`src/sv/deq_pkg.sv`:
```
`timescale 1ns / 1ps

package deq_pkg;

  // Command codes carried in the low bits of the input tdata
  typedef enum logic [2:0] {
    CMD_ADD_FRONT    = 3'd0,
    CMD_ADD_BACK     = 3'd1,
    CMD_REMOVE_FRONT = 3'd2,
    CMD_REMOVE_BACK  = 3'd3,
    CMD_PEEK_FRONT   = 3'd4,
    CMD_PEEK_BACK    = 3'd5,
    CMD_REVERSE      = 3'd6
  } cmd_t;

  typedef enum logic [1:0] {
    STATUS_OK    = 2'd0,
    STATUS_EMPTY = 2'd1,
    STATUS_FULL  = 2'd2
  } status_t;

  typedef enum logic {
    ST_IDLE,
    ST_WORK
  } fsm_state_t;

  localparam int CMD_W       = 3;
  localparam int PUSH_W      = 32;
  localparam int PEEK_W      = 32;
  localparam int STATUS_W    = 2;
  localparam int OCC_W       = 7;
  localparam int IN_TDATA_W  = 40;
  localparam int OUT_TDATA_W = 48;

endpackage

```
`src/sv/deq_ram.sv`:
```
`timescale 1ns / 1ps

module deq_ram #(
  parameter int WIDTH = 32,
  parameter int DEPTH = 64
) (
  input  logic                     clk,
  input  logic                     we,
  input  logic [$clog2(DEPTH)-1:0] waddr,
  input  logic [WIDTH-1:0]         wdata,
  input  logic                     re,
  input  logic [$clog2(DEPTH)-1:0] raddr,
  output logic [WIDTH-1:0]         rdata
);

  logic [WIDTH-1:0] mem [DEPTH];

  always_ff @(posedge clk) begin
    if (we) begin
      mem[waddr] <= wdata;
    end
    if (re) begin
      rdata <= mem[raddr];
    end
  end

endmodule

```
`src/sv/double_ended_queue.sv`:
```
`timescale 1ns / 1ps
// Bounded double-ended queue of signed words held in a ring buffer RAM.
// Input stream (s_*): one command per transaction; tdata carries command and
// push_value. Output stream (m_*): exactly one result per command carrying
// peek_value, status, occupancy and is_empty.
// On acceptance the RAM read of the end being addressed is issued; in the
// work stage, once the output register is free, the block updates head,
// count and direction flag, writes the RAM for an add and loads the output
// register. A new command is accepted only after the previous one has left
// the work stage; the result is valid once the output register is loaded.
// Reverse only toggles the direction flag, so it costs the same as any other
// command. Remove or peek on an empty queue and add to a full one return an
// error status and change nothing.
// If the receiver stalls, the result holds in the output register; one more
// command can still be accepted and waits in the work stage until the
// output register frees up.
// Reset (rst, synchronous) empties the queue, clears the direction flag and
// the output valid, and holds s_tready low while asserted; RAM contents are
// not cleared and need no pass.
module double_ended_queue #(
  parameter int DEPTH      = 64,
  parameter int DATA_WIDTH = 32
) (
  input  logic        clk,
  input  logic        rst,
  input  logic        s_tvalid,
  output logic        s_tready,
  // [2:0] command, [34:3] push_value, [39:35] zero
  input  logic [39:0] s_tdata,
  output logic        m_tvalid,
  input  logic        m_tready,
  // [31:0] peek_value, [33:32] status, [40:34] occupancy, [41] is_empty,
  // [47:42] zero
  output logic [47:0] m_tdata
);

  localparam int ADDR_W = $clog2(DEPTH);
  localparam int CNT_W  = $clog2(DEPTH + 1);
  localparam int SUM_W  = CNT_W + 1;
  localparam logic [SUM_W-1:0]  DEPTH_S   = SUM_W'(DEPTH);
  localparam logic [CNT_W-1:0]  DEPTH_C   = CNT_W'(DEPTH);
  localparam logic [ADDR_W-1:0] LAST_SLOT = ADDR_W'(DEPTH - 1);

  deq_pkg::fsm_state_t state, state_next;

  logic [ADDR_W-1:0] head_index, head_index_next;
  logic [CNT_W-1:0]  entry_count, entry_count_next;
  logic              reversed, reversed_next;

  logic [deq_pkg::CMD_W-1:0]  cmd_q;
  logic [deq_pkg::PUSH_W-1:0] push_q;

  logic accept, done;

  // Ring positions derived from the current head and count
  logic [SUM_W-1:0]  sum_end, sum_tail;
  logic [ADDR_W-1:0] end_slot, tail_slot, before_head, after_head;

  always_comb begin
    sum_end  = SUM_W'(head_index) + SUM_W'(entry_count);
    sum_tail = sum_end - SUM_W'(1);
    end_slot  = (sum_end >= DEPTH_S) ? ADDR_W'(sum_end - DEPTH_S) : ADDR_W'(sum_end);
    tail_slot = (sum_tail >= DEPTH_S) ? ADDR_W'(sum_tail - DEPTH_S) : ADDR_W'(sum_tail);
    before_head = (head_index == '0) ? LAST_SLOT : head_index - ADDR_W'(1);
    after_head  = (head_index == LAST_SLOT) ? '0 : head_index + ADDR_W'(1);
  end

  // Read address chosen from the incoming command
  logic [deq_pkg::CMD_W-1:0] in_cmd;
  logic                      in_front;
  logic [ADDR_W-1:0]         rd_addr;

  always_comb begin
    in_cmd   = s_tdata[deq_pkg::CMD_W-1:0];
    in_front = (in_cmd == deq_pkg::CMD_REMOVE_FRONT) || (in_cmd == deq_pkg::CMD_PEEK_FRONT);
    rd_addr  = (in_front != reversed) ? head_index : tail_slot;
  end

  // FSM: next state
  always_comb begin
    state_next = state;
    unique case (state)
      deq_pkg::ST_IDLE: begin
        if (s_tvalid) state_next = deq_pkg::ST_WORK;
      end
      deq_pkg::ST_WORK: begin
        if (!m_tvalid || m_tready) state_next = deq_pkg::ST_IDLE;
      end
      default: state_next = deq_pkg::ST_IDLE;
    endcase
  end

  // FSM: outputs
  always_comb begin
    s_tready = 1'b0;
    done     = 1'b0;
    unique case (state)
      deq_pkg::ST_IDLE: s_tready = !rst;
      deq_pkg::ST_WORK: done = !m_tvalid || m_tready;
      default: begin
        s_tready = 1'b0;
        done     = 1'b0;
      end
    endcase
  end

  assign accept = s_tvalid && s_tready;

  // Command execution in the work stage
  logic [DATA_WIDTH-1:0]         rd_data;
  logic [DATA_WIDTH-1:0]         wr_data;
  logic [ADDR_W-1:0]             wr_addr;
  logic                          wr_en;
  logic [63:0]                   push_wide;
  logic signed [63:0]            rd_ext;
  logic [deq_pkg::PEEK_W-1:0]    peek_next;
  logic [deq_pkg::STATUS_W-1:0]  status_next;
  logic                          at_head;

  always_comb begin
    push_wide = {32'b0, push_q};
    wr_data   = push_wide[DATA_WIDTH-1:0];
    rd_ext    = 64'(signed'(rd_data));

    head_index_next  = head_index;
    entry_count_next = entry_count;
    reversed_next    = reversed;
    peek_next        = '0;
    status_next      = deq_pkg::STATUS_OK;
    wr_en            = 1'b0;
    wr_addr          = end_slot;
    at_head          = 1'b0;

    case (cmd_q)
      deq_pkg::CMD_ADD_FRONT, deq_pkg::CMD_ADD_BACK: begin
        at_head = (cmd_q == deq_pkg::CMD_ADD_FRONT) != reversed;
        if (entry_count == DEPTH_C) begin
          status_next = deq_pkg::STATUS_FULL;
        end else begin
          wr_en            = 1'b1;
          entry_count_next = entry_count + CNT_W'(1);
          if (at_head) begin
            head_index_next = before_head;
            wr_addr         = before_head;
          end
        end
      end
      deq_pkg::CMD_REMOVE_FRONT, deq_pkg::CMD_REMOVE_BACK: begin
        at_head = (cmd_q == deq_pkg::CMD_REMOVE_FRONT) != reversed;
        if (entry_count == '0) begin
          status_next = deq_pkg::STATUS_EMPTY;
        end else begin
          entry_count_next = entry_count - CNT_W'(1);
          if (at_head) head_index_next = after_head;
        end
      end
      deq_pkg::CMD_PEEK_FRONT, deq_pkg::CMD_PEEK_BACK: begin
        if (entry_count == '0) begin
          status_next = deq_pkg::STATUS_EMPTY;
        end else begin
          peek_next = rd_ext[deq_pkg::PEEK_W-1:0];
        end
      end
      deq_pkg::CMD_REVERSE: reversed_next = !reversed;
      default: ;  // no operation
    endcase
  end

  deq_ram #(
    .WIDTH (DATA_WIDTH),
    .DEPTH (DEPTH)
  ) u_slots (
    .clk   (clk),
    .we    (done && wr_en),
    .waddr (wr_addr),
    .wdata (wr_data),
    .re    (accept),
    .raddr (rd_addr),
    .rdata (rd_data)
  );

  always_ff @(posedge clk) begin
    if (rst) begin
      state       <= deq_pkg::ST_IDLE;
      head_index  <= '0;
      entry_count <= '0;
      reversed    <= 1'b0;
      m_tvalid    <= 1'b0;
    end else begin
      state <= state_next;
      if (done) begin
        head_index  <= head_index_next;
        entry_count <= entry_count_next;
        reversed    <= reversed_next;
        m_tvalid    <= 1'b1;
      end else if (m_tready) begin
        m_tvalid <= 1'b0;
      end
    end
  end

  // Payload registers: capture command on accept, result on completion
  always_ff @(posedge clk) begin
    if (accept) begin
      cmd_q  <= in_cmd;
      push_q <= s_tdata[deq_pkg::CMD_W +: deq_pkg::PUSH_W];
    end
    if (done) begin
      m_tdata <= {6'b0,
                  (entry_count_next == '0),
                  deq_pkg::OCC_W'(entry_count_next),
                  status_next,
                  peek_next};
    end
  end

endmodule
```
`config.mk`:
```
export PLATFORM = sky130hd
export DESIGN_NAME = double_ended_queue
export DESIGN_NICKNAME = d
export VERILOG_FILES = /design/src/sv/deq_pkg.sv /design/src/sv/deq_ram.sv /design/src/sv/double_ended_queue.sv
export SDC_FILE = /design/constraint.sdc
export NUM_CORES = 2
export LEC_CHECK = 0
export ABC_AREA = 0
export ABC_CLOCK_PERIOD_IN_PS = 4900
export BUFFER_PORTS_ARGS = -buffer_cell sky130_fd_sc_hd__buf_2
export CORE_ASPECT_RATIO = 0.7
export CORE_MARGIN = 2
export CORE_UTILIZATION = 35
export DETAILED_ROUTE_END_ITERATION = 12
export PLACE_DENSITY = 0.54
export SYNTH_ARGS = -nofsm -noshare
export SYNTH_HDL_FRONTEND = slang
export SYNTH_HIERARCHICAL = 1
export SYNTH_SLANG_ARGS = --single-unit
```
`constraint.sdc`:
```
create_clock -name clk -period 4.9 [get_ports clk]
set_input_delay 0.98 -clock clk [delete_from_list [all_inputs] [get_ports clk]]
set_output_delay 0.98 -clock clk [all_outputs]
set_load 0.01 [all_outputs]
```
After elaboration in Yosys (flattened, before gate mapping). Memories as Yosys holds them, arrays and structs flattened. A register that Yosys moved wholly into a read port is not among the register bits. Cells that the tools add are included.

Register bits: 93. ROM bits: 0. Bits in latches: 0. RAM bits: 2048. Memories: 1. Output and inout port bits: 50. Input port bits: 44.

Equal/unequal tests: 17. Add/sub/neg operators: 8. Bitwise gates (word level): 2. Reduce and logical (&&, ||, !) cells: 20. Shift-type cells: 0. Mux-type cells: 30. $lt $le $gt $ge: 2. Divide/modulo/power cells: 0. Multipliers: 0.

Memories: u_slots.mem (depth 64, width 32, read ports 1, clocked after Yosys merged registers in 1, write ports 1, line deq_ram.sv:16) `logic [WIDTH-1:0] mem [DEPTH];`.

Operators with widths (count): $mux 6 (12); $sub 6x1->6 const B (3); $ge 8x7->1 const B (2); $logic_not 7->1 (2); $mux 7 (2); $pmux 7 s2 (1); $eq 3x3->1 const B (4); $pmux 6 s2 (1); $mux 1 (11); $eq 3x2->1 const B (3); $add 6x7->8 (1); $ne 2x2->1 const B (4); $reduce_or 2->1 (4); $sub 8x1->8 const B (1); $add 7x1->7 const B (1); $eq 7x7->1 const B (1); $sub 7x1->7 const B (1); $add 6x1->6 const B (1); $eq 6x6->1 const B (1); $logic_not 6->1 (1); $reduce_and 6->1 (1); $pmux 2 s2 (1); $reduce_bool 2->1 (2); $reduce_or 4->1 (1); 10 further kinds (17).

Longest topological paths before layout.
Depth in word-level cells: 6. Gate-level depth with buffers: 16. Gate-level depth less buffers: 14.

Modules after synthesis. The synthesis kept the hierarchy.

By module, submodules not included: deq_ram (instances 1, sequential area each 62459.9 sq um, cells an instance 3324, area each 78835.6 sq um); double_ended_queue (instances 1, sequential area each 2632.5 sq um, cells an instance 385, area each 4483.0 sq um).

Least setup slack after synthesis. Ideal clock, no wire load.

Kind: register to register. Start: register entry_count[1]. End: memory u_slots.mem[49][0] (enable). Setup time: 0.461 ns. Data arrival time: 4.681 ns. Setup slack: -0.242 ns. Required time: 4.439 ns. Cell stages (with the launch flop): 12. Cell sequence: dfxtp_1 -> inv_1 -> ha_1 -> or4b_4 -> buf_6 -> o21a_1 -> o21ai_2 -> mux2_2 -> clkbuf_1 -> nor2b_1 -> nand4_1 -> nor3_1.

Cells in the longest elaborated chain, start to end: 6.

RTL lines: from (decl) (line double_ended_queue.sv:47) `logic [CNT_W-1:0] entry_count, entry_count_next;`; from (signal assigned) (line double_ended_queue.sv:193) `entry_count <= entry_count_next;`; $add 6x7->8 (line double_ended_queue.sv:60) `sum_end = SUM_W'(head_index) + SUM_W'(entry_count);`; $ge 8x7->1 or $sub 6x1->6 (tied branches) (line double_ended_queue.sv:62) `end_slot = (sum_end >= DEPTH_S) ? ADDR_W'(sum_end - DEPTH_S) : ADDR_W'(sum_end);`; $mux 6 (line double_ended_queue.sv:62); $mux 6 (line double_ended_queue.sv:142) `if (at_head) begin`; $mux 6 (line double_ended_queue.sv:137) `if (entry_count == DEPTH_C) begin`; $mux 6 * (line double_ended_queue.sv:134) `case (cmd_q)`; named net wr_addr[3] (line double_ended_queue.sv:112) `logic [ADDR_W-1:0] wr_addr;`; to (decl) (line deq_ram.sv:16).

Mark *: on every way through the listed nets, which the timed path passes. The rest lies on a longest branch.

Worst setup path after layout.
Start: register head_index[1]. End: register u_slots.rdata[16], read port of u_slots.mem (data pin).

Cells in the longest elaborated chain, start to end: 5.

RTL lines: from (decl) (line double_ended_queue.sv:46) `logic [ADDR_W-1:0] head_index, head_index_next;`; from (signal assigned) (line double_ended_queue.sv:192) `head_index <= head_index_next;`; $add 6x7->8 * (line double_ended_queue.sv:60); $sub 8x1->8 * (line double_ended_queue.sv:61) `sum_tail = sum_end - SUM_W'(1);`; $ge 8x7->1 or $sub 6x1->6 (tied branches) (line double_ended_queue.sv:63) `tail_slot = (sum_tail >= DEPTH_S) ? ADDR_W'(sum_tail - DEPTH_S) : ADDR_W'(sum_tail);`; $mux 6 * (line double_ended_queue.sv:63); $mux 6 * (line double_ended_queue.sv:76) `rd_addr = (in_front != reversed) ? head_index : tail_slot;`; named net rd_addr[2] (line double_ended_queue.sv:71) `logic [ADDR_W-1:0] rd_addr;`; to (decl) (line deq_ram.sv:13) `output logic [WIDTH-1:0] rdata`.

Marks and branches as above. A chain may end at the register's enable or synchronous reset.

==> metrics.md <==
| Metric | Value |
|---|---|
| DP HPWL | 125,000 um |
| Peak supply drop | 0.285 mV |
| CP endpoint kind | flop |
| First-pass GRT wire length | 307,000 um |
| Clk slew on worst S/H paths | 60 ps |
| Most common cell after layout, fill and taps aside | edfxtp_1 |
| Met3 WL | 19,700 um |
| Period Utilization, post-route | 93.7% |
| EDFF count, synth | 2,157 |
| CTS buffer count | 204 |
| Design area | 96,000 sq um |
| Via count | 39,800 |
| Area after DPL | 89,900 sq um |
| Final nets | 4,113 |
| Hold buffers post-CTS | 0 |
| Via/cell ratio | 5.41 |
| Metal2 WL | 96,300 um |
| Synth Flop Type | edfxtp_1 |
| Syn Inst Count | 3,709 |
| Slowest CP cell | a21oi_1 |
| Setup tns final | 0 ps |
| Violation count after the first detailed-route iteration | 5,217 |
| Post-synthesis register bit count | 2,173 |
| Grt ovf | 0 |
| Routed wire per std cell | 29.5 um |
| Initial antenna violation count | 9 |
| Pwr per Cell Area | 431 nW/um^2 |
| WS Path Type | reg -> reg |
| Share of layout cells above drive strength 1 | 29.4% |
| Leading cell types in the layout, fill and taps excluded | edfxtp_1, mux4_2, clkbuf_16, buf_4, nor2_1 |
| Initial Utilization | 35.3% |
| 1st-pass router iterations | 6 |
| CTS sink count | 2,173 |
| CTS tree | built |
| Post-CTS Setup Inserts | 0 |
| CP startpoint kind | flop |
| Area grow syn2layout | 15.3% |
| Hold Crit Start | s_tdata[29] |
| Tot GR Track Use | 17.8% |
| CTS Buffer Depth | 4 |
| Total wire length | 218,000 um |
| H-tree levels | 4 |
| Post_cts resized | 0 |
| Crit path from | head_index[1]$_SDFFE_PP0P_ |
| Critical-path maximum fanout | 29 |
| Register area share after synthesis | 78.1% |
| Clk Tree Root Cell | clkbuf_16 |
| Status | complete, no violations |
| Port Buf Inserts | 82 |
| Remaining antenna violation count | 0 |
| Fmax | 218 MHz |
| RSZ-0062 raised after global routing | false |
| Die ar. | 242,000 sq um |
| Max Slew Vio Count | 0 |
| Synthesized cell area | 83,300 sq um |
| Setup Viol. Count Final | 0 |
| Syn avg cell area | 22.5 sq um |
| Synth Warn # | 6 |
| Worst Path Arrival | 5270 ps |
| Lkg Pwr | 0.0303 uW |
| Clock Latency Late Sink | 850 ps |
| Max_slew headroom | 17.5% |
| Top layer in use | met5 |
| Die W | 587 um |
| Routed met1 length | 97,800 um |
| Post-route clock skew | 51.8 ps |
| Hold path cells | 1 |
| Drc violations | 0 |
| CP required | 5570 ps |
| I/O pin count | 94 |
| GPL Wtd Cong | 0.783 |
| Final hold vios | 0 |
| Vias in the first global route | 39,600 |
| Num rows | 149 |
| Synth async-reset ratio | 0% |
| Min cycle time layout | 4590 ps |
| Max-Cap Viols | 0 |
| Origin of the critical flop-to-flop path | head_index[1]$_SDFFE_PP0P_ |
| Post-synthesis cell type count | 68 |
| Die H | 412 um |
| Largest stage delay on the critical path | 740 ps |
| Hold WC Path Type | in -> reg |
| Crit path cell chain | inv_1, fa_1, ha_1, or2_2, a31oi_4, buf_12, buf_4, mux4_2, mux2i_1, a21oi_1, a21oi_1, buf_4, nor2_1 |
| Worst Tran Pin Value | 1240 ps |
| Pin count of the biggest net entering global routing | 65 |
| Core area | 236,000 sq um |
| Cells on worst reg2reg path | 13 |
==> synth_stat cells (22+ instances only) <==
cell	number	area (sq um)
nand2_1	47	176
o221ai_1	28	245
a21oi_1	82	410
buf_4	31	233
buf_2	59	295
edfxtp_1	2157	64800
mux2i_1	100	1000
buf_1	22	82.6
nor2_1	172	646
and3_1	39	244
clkbuf_1	94	353
o22ai_1	86	538
mux4_2	544	12300
==> flip-flops by register name, indices dropped and copies added (netlist names) <==
signal and cells:
u_slots/mem 2048, state 1, u_slots/rdata 32, entry_count 7, head_index 6, cmd_q 3
push_q 32, m_tdata 42, reversed 1, m_tvalid 1
==> cells by family after synthesis <==
group                      count (synthesis)  synth area share, %
buffers and inverters                    227                 1.32
DFF                                     2173                 78.1
xor gates and xnor gates                  18                0.189
adders and majority gates                 16                0.249
AOI/OAI and AO/OA                        270                 2.12
other                                      1              0.00450
muxes                                    646                 15.9
and+or+nand+nor                          358                 2.06
==> layout make-up <==
cell class	instances	area, sq um
clock buffer	263	5430
timing repair buffer	347	3130
inverter	13	48.8
sequential	2173	65100
antenna	3	7.51
multi-input combinational	1314	17700
clock inverter	84	667
fill	20600	140000
tap	3171	3970
==> report_power, final <==
part / total [uW] / switching (uW) / internal, uW
sequential: 20500 / 50.4 / 20500
combinational: 5790 / 3400 / 2390
clock: 15000 / 6700 / 8330
total: 41400 / 10100 / 31200
==> worst paths after layout <==
kind                            endpoint  slack [ps]
max reg2reg  u_slots/rdata[16]$_DFFE_PP_         310
min                 push_q[26]$_DFFE_PP_         300
max          u_slots/rdata[16]$_DFFE_PP_         310
min reg2reg        m_tvalid$_SDFFE_PP0P_         540
==> critical path: cells and delay by family, from the launching register on <==
| kind | cells | cell delay (ps) |
|---|---|---|
| AO/OA/AOI/OAI | 3 | 1110 |
| buffers and inverters | 4 | 1070 |
| adder cells (fa/ha/maj) | 2 | 800 |
| flip-flops | 1 | 520 |
| AND/OR/NAND/NOR | 2 | 510 |
| multiplexers | 2 | 380 |
==> through the flow <==
stage | util, % | cells | power, uW | setup WS (ps) | hold WS (ps)
6_report | 40.7 | 7368 | 41400 | 308 | 300
3_3_place_gp | 38.1 | 7018 | 26700 | 131 | 518
4_1_cts | 40.7 | 7365 | 41700 | 337 | 234
2_1_floorplan | - | 3714 | 24400 | 352 | 500
3_5_place_dp | 38.1 | 7018 | 26700 | 101 | 515
5_1_grt | 40.7 | 7366 | 42800 | 112 | 256
==> per-layer routing <==
metal / up-vias / global-route usage [%]
met4: 2 / 3.48
met5: - / 0
met2: 1609 / 26.3
li1: 16400 / -
met1: 21600 / 26.9
met3: 249 / 4.27
Note: power is estimated with default switching activity, not from simulation.
